### src/sv/dlps_pkg.sv
package dlps_pkg;

	localparam int DelayDepth  = 8192;
	localparam int SampleBits  = 24;
	localparam int FadeEntries = 1024;

	localparam int PincBits    = 29;
	localparam int WinBits     = 21;
	localparam int MixBits     = 16;
	localparam int GainBits    = 15;
	localparam int CfgAddrBits = 5;
	localparam int CfgDataBits = 32;

	typedef enum logic [2:0] {
		REG_PINC = 3'd0,
		REG_WIN  = 3'd1,
		REG_UP   = 3'd2,
		REG_EN   = 3'd3,
		REG_MIX  = 3'd4,
		REG_GAIN = 3'd5
	} reg_idx_t;

	typedef struct packed {
		logic [PincBits-1:0] phase_increment;
		logic [WinBits-1:0]  window_length;
		logic                shift_up;
		logic                shift_enable;
		logic [MixBits-1:0]  mix_level;
		logic [GainBits-1:0] gain_level;
	} cfg_t;

	// sin^2(pi*i/n) in Q1.15 through a Q30 Taylor series, n = 2**lg_n
	function automatic logic [15:0] fade_entry(input int unsigned i, input int unsigned lg_n);
		longint unsigned n;
		longint unsigned x;
		longint unsigned a;
		longint unsigned a2;
		longint unsigned t;
		longint unsigned s;
		longint unsigned v;
		longint unsigned one;
		n   = 64'd1 << lg_n;
		one = 64'd1 << 30;
		x   = (64'(i) <= n - 64'(i)) ? 64'(i) : n - 64'(i);
		a   = (64'd3373259426 * x) >> lg_n;
		a2  = (a * a) >> 30;
		t   = one - a2 / 110;
		t   = one - ((a2 * t) >> 30) / 72;
		t   = one - ((a2 * t) >> 30) / 42;
		t   = one - ((a2 * t) >> 30) / 20;
		t   = one - ((a2 * t) >> 30) / 6;
		s   = (a * t) >> 30;
		if (s > one) begin
			s = one;
		end
		v = (s * s + (64'd1 << 44)) >> 45;
		if (v > 64'd32768) begin
			v = 64'd32768;
		end
		return v[15:0];
	endfunction

endpackage

### src/sv/dlps_cfg.sv
module dlps_cfg (
	input  logic                                clk,
	input  logic                                arst_n,
	input  logic                                psel,
	input  logic                                penable,
	input  logic                                pwrite,
	input  logic [dlps_pkg::CfgAddrBits-1:0]    paddr,
	input  logic [dlps_pkg::CfgDataBits-1:0]    pwdata,
	output logic [dlps_pkg::CfgDataBits-1:0]    prdata,
	output logic                                pready,
	output dlps_pkg::cfg_t                      cfg
);
	import dlps_pkg::*;

	cfg_t     cfg_q;
	reg_idx_t idx;
	logic     wr_en;

	assign idx    = reg_idx_t'(paddr[CfgAddrBits-1:2]);
	assign wr_en  = psel && penable && pwrite && pready;
	assign pready = 1'b1;
	assign cfg    = cfg_q;

	always_ff @(posedge clk or negedge arst_n) begin
		if (!arst_n) begin
			cfg_q.phase_increment <= '0;
			cfg_q.window_length   <= WinBits'(552960);
			cfg_q.shift_up        <= 1'b1;
			cfg_q.shift_enable    <= 1'b0;
			cfg_q.mix_level       <= MixBits'(32768);
			cfg_q.gain_level      <= GainBits'(4096);
		end else if (wr_en) begin
			case (idx)
				REG_PINC: cfg_q.phase_increment <= pwdata[PincBits-1:0];
				REG_WIN:  cfg_q.window_length   <= pwdata[WinBits-1:0];
				REG_UP:   cfg_q.shift_up        <= pwdata[0];
				REG_EN:   cfg_q.shift_enable    <= pwdata[0];
				REG_MIX:  cfg_q.mix_level       <= pwdata[MixBits-1:0];
				REG_GAIN: cfg_q.gain_level      <= pwdata[GainBits-1:0];
				default: ;
			endcase
		end
	end

	always_comb begin
		case (idx)
			REG_PINC: prdata = CfgDataBits'(cfg_q.phase_increment);
			REG_WIN:  prdata = CfgDataBits'(cfg_q.window_length);
			REG_UP:   prdata = CfgDataBits'(cfg_q.shift_up);
			REG_EN:   prdata = CfgDataBits'(cfg_q.shift_enable);
			REG_MIX:  prdata = CfgDataBits'(cfg_q.mix_level);
			REG_GAIN: prdata = CfgDataBits'(cfg_q.gain_level);
			default:  prdata = '0;
		endcase
	end

endmodule

### config.mk
export PLATFORM = sky130hd
export DESIGN_NAME = dlps_cfg
export DESIGN_NICKNAME = d
export VERILOG_FILES = /design/src/sv/dlps_pkg.sv /design/src/sv/dlps_cfg.sv
export SDC_FILE = /design/constraint.sdc
export NUM_CORES = 1
export LEC_CHECK = 0
export BUFFER_PORTS_ARGS = -buffer_cell sky130_fd_sc_hd__buf_2
export CAP_MARGIN = 30
export CORE_ASPECT_RATIO = 0.9
export CORE_MARGIN = 3
export CORE_UTILIZATION = 54
export CTS_BUF_LIST = sky130_fd_sc_hd__clkbuf_4 sky130_fd_sc_hd__clkbuf_8
export DETAILED_ROUTE_END_ITERATION = 6
export HOLD_SLACK_MARGIN = 0.02
export PLACE_DENSITY = 0.88
export SLEW_MARGIN = 20
export SYNTH_ARGS = -nofsm -noshare
export SYNTH_HDL_FRONTEND = slang
export SYNTH_SLANG_ARGS = --single-unit
export TNS_END_PERCENT = 20
### constraint.sdc
create_clock -name clk -period 4.3 [get_ports clk]
set_input_delay 0.86 -clock clk [delete_from_list [all_inputs] [get_ports clk]]
set_output_delay 0.86 -clock clk [all_outputs]
set_load 0.01 [all_outputs]
==> results_dict.tcl <==
set metrics [dict create \
    outcome "complete, no violations" \
    antenna_found_initial 0 \
    end_kind "output pin" \
    die_w_um 95.3 \
    clock_skew_ps 0 \
    clockPowerShare_pct 24.8 \
    port_buffers 148 \
    drc 0 \
    drt-vias-per-instance 5.33 \
    fillers 488 \
    synth_ff_type "dfrtp_1" \
    fin_ws_ps 1090 \
    cp-start-kind "input port" \
    hold_violations 0 \
    final_max_slew_viol_count 0 \
    p_int_mw 1.53 \
    peakVddDrop_mv 0.241 \
    fmax_mhz 312 \
    clk_pin_slew_worst_paths_ps 80 \
    tritoncts "built" \
    num_rows 28 \
    power.switching_mw 0.647 \
    fin_tns_setup_ps 0 \
    dr.pass1.iters 4 \
    cts_hold_buf 0 \
    largest_reg_flops 83 \
    drt_iter0_drc 62 \
    syn_area_per_cell_um2 15.3 \
    period_minus_slack_ps 3210 \
    power_density_mw_per_mm2 446 \
    ant_nets 0 \
    dpl_worst_slack_ps 904 \
    grt_pass1_vias 2791 \
    gp_congestion 0.774 \
    post_cts_resized 0 \
    core_area_mm2 0.00676 \
    seq_power_share_pct 48.4 \
    ys_seq_elements 83 \
    ios 158 \
    antenna_cells 0 \
    cts_buffers 9 \
    cts.sinks 83 \
    relSlewSlack_pct 36.3 \
    die_h_um 86.3 \
    combPwrFrac_pct 26.8 \
    grt_setup_unrepaired "no" \
    layout_commonest_cell "buf_2" \
    nNetsFinal 442 \
    worst_ep_required_time_ps 3440 \
    top_usage_layer "met2" \
    ys_warn_count 0 \
    cts_setup_buffers 0 \
    maxCapViolCount 0 \
    die-area_mm2 0.00822 \
    syn2layout_area_growth_pct 25.8 \
    grt_use_met2_pct 39.4 \
    switching_share_pct 29.7 \
    insertion_delay_ps 340 \
    use_met3_pct 6.94 \
    drive_above_1_share_pct 66.4 \
    drt-total-wl_mm 9.02 \
    syn_inst 253 \
    p_leak_nw 2.50 \
    grt_pass1_wl_mm 14.1 \
    criticalPathCategory "in -> out" \
    setup_viol 0 \
    synth_area_mm2 0.00387 \
    synth_enable_flop_cells 0 \
    initial_core_util_pct 57.3 \
    finalCritPeriodShare_pct 74.7 \
    cts_htree_levels 3 \
    tightest_slew_ps 952 \
    dp_hpwl_mm 6.28 \
    vias 2636 \
    grt_max_degree 56 \
    seq_area_frac_synth_pct 53.9 \
    cts_max_path_buffers 2 \
    clock-root-buffer "clkbuf_8" \
    hold_path_class "in -> async" \
    synth_async_sr_flop_share_pct 100 \
    wl_per_cell_um 18.2 \
    crit_fanout 15 \
    grt_usage_pct 22.9 \
    cp.arrival_ps 2350 \
    grt_overflow 0 \
    synthDistinctLibCells 28 \
    met1_usage_pct 28.1 \
    mostFrequentLayoutCells "147 x buf_2, 76 x dfrtp_1, 73 x mux2_2, 15 x mux4_2, 14 x nor2b_1" \
]
power by group through the flow:
stage          clock [mW]  sequential, mW  combinational, mW
4_1_cts             0.551            1.05              0.590
5_1_grt             0.582            1.07              0.631
6_report            0.540            1.05              0.583
3_3_place_gp            0            1.05              0.569
2_1_floorplan           0            1.12              0.254
3_5_place_dp            0            1.07              0.588
cells by family after synthesis:
family	Yosys count	share of synthesized area [%]
other cells	2	0.194
mux	105	34.7
buf+inv	19	4.01
flops	83	53.9
simple gates	42	6.95
compound gates	2	0.323
cell type report:
| cell class | instances | area [µm²] | area share (%) |
|---|---|---|---|
| well taps | 90 | 113 | 2.31 |
| clock buffers | 13 | 179 | 3.67 |
| clock inverters | 3 | 20.0 | 0.411 |
| multi-input cells | 153 | 1640 | 33.7 |
| repair buffers | 153 | 833 | 17.1 |
| flip-flops and latches | 83 | 2090 | 42.8 |
cell usage after synthesis, drive strengths merged, types with 2 or more instances:
| cell | instances | area, µm² |
|---|---|---|
| buf | 18 | 151 |
| nor3 | 3 | 37.5 |
| nor2b | 14 | 87.6 |
| mux2i | 7 | 70.1 |
| nand2b | 2 | 20.0 |
| nor2 | 9 | 36.3 |
| dfstp | 7 | 184 |
| and2 | 8 | 50.1 |
| dfrtp | 76 | 1900 |
| conb | 2 | 7.51 |
| mux2 | 83 | 935 |
| mux4 | 15 | 338 |
through the flow:
stage	instances	cell area, µm²	power, mW	utilization [%]	hold WS, ps
6_report	495	4870	2.18	72.1	425
3_3_place_gp	477	4620	1.62	68.3	482
3_5_place_dp	478	4650	1.65	68.7	491
2_1_floorplan	255	3880	1.38	-	545
5_1_grt	495	4870	2.29	72.1	429
4_1_cts	494	4840	2.19	71.7	423
critical path, stage by stage:
cell	delay, ps
buf_2	430
buf_16	240
mux4_2	520
nand2b_1	90
o21ai_0	70
buf_2	140
layer usage:
metal | wire length, µm | up-vias
met5 | 0 | -
met4 | 116 | 0
met3 | 608 | 8
met2 | 4670 | 97
met1 | 3630 | 1341
li1 | - | 1190
worst paths after layout:
kind | from | endpoint | slack, ps | cells after the start
setup / recovery | paddr[2] | prdata[0] | 1090 | 6
min in group clk | cfg[63]$_DFFE_PN0P_ | cfg[63]$_DFFE_PN0P_ | 500 | 1
hold / removal | arst_n | cfg[26]$_DFFE_PN0P_ | 430 | 1
max in group asynchronous | arst_n | cfg[52]$_DFFE_PN1P_ | 3240 | 2
setup reg to reg | cfg[59]$_DFFE_PN0P_ | cfg[59]$_DFFE_PN0P_ | 3470 | 1
hold reg to reg | cfg[63]$_DFFE_PN0P_ | cfg[63]$_DFFE_PN0P_ | 500 | 1
(Power assumes the default switching activity.)
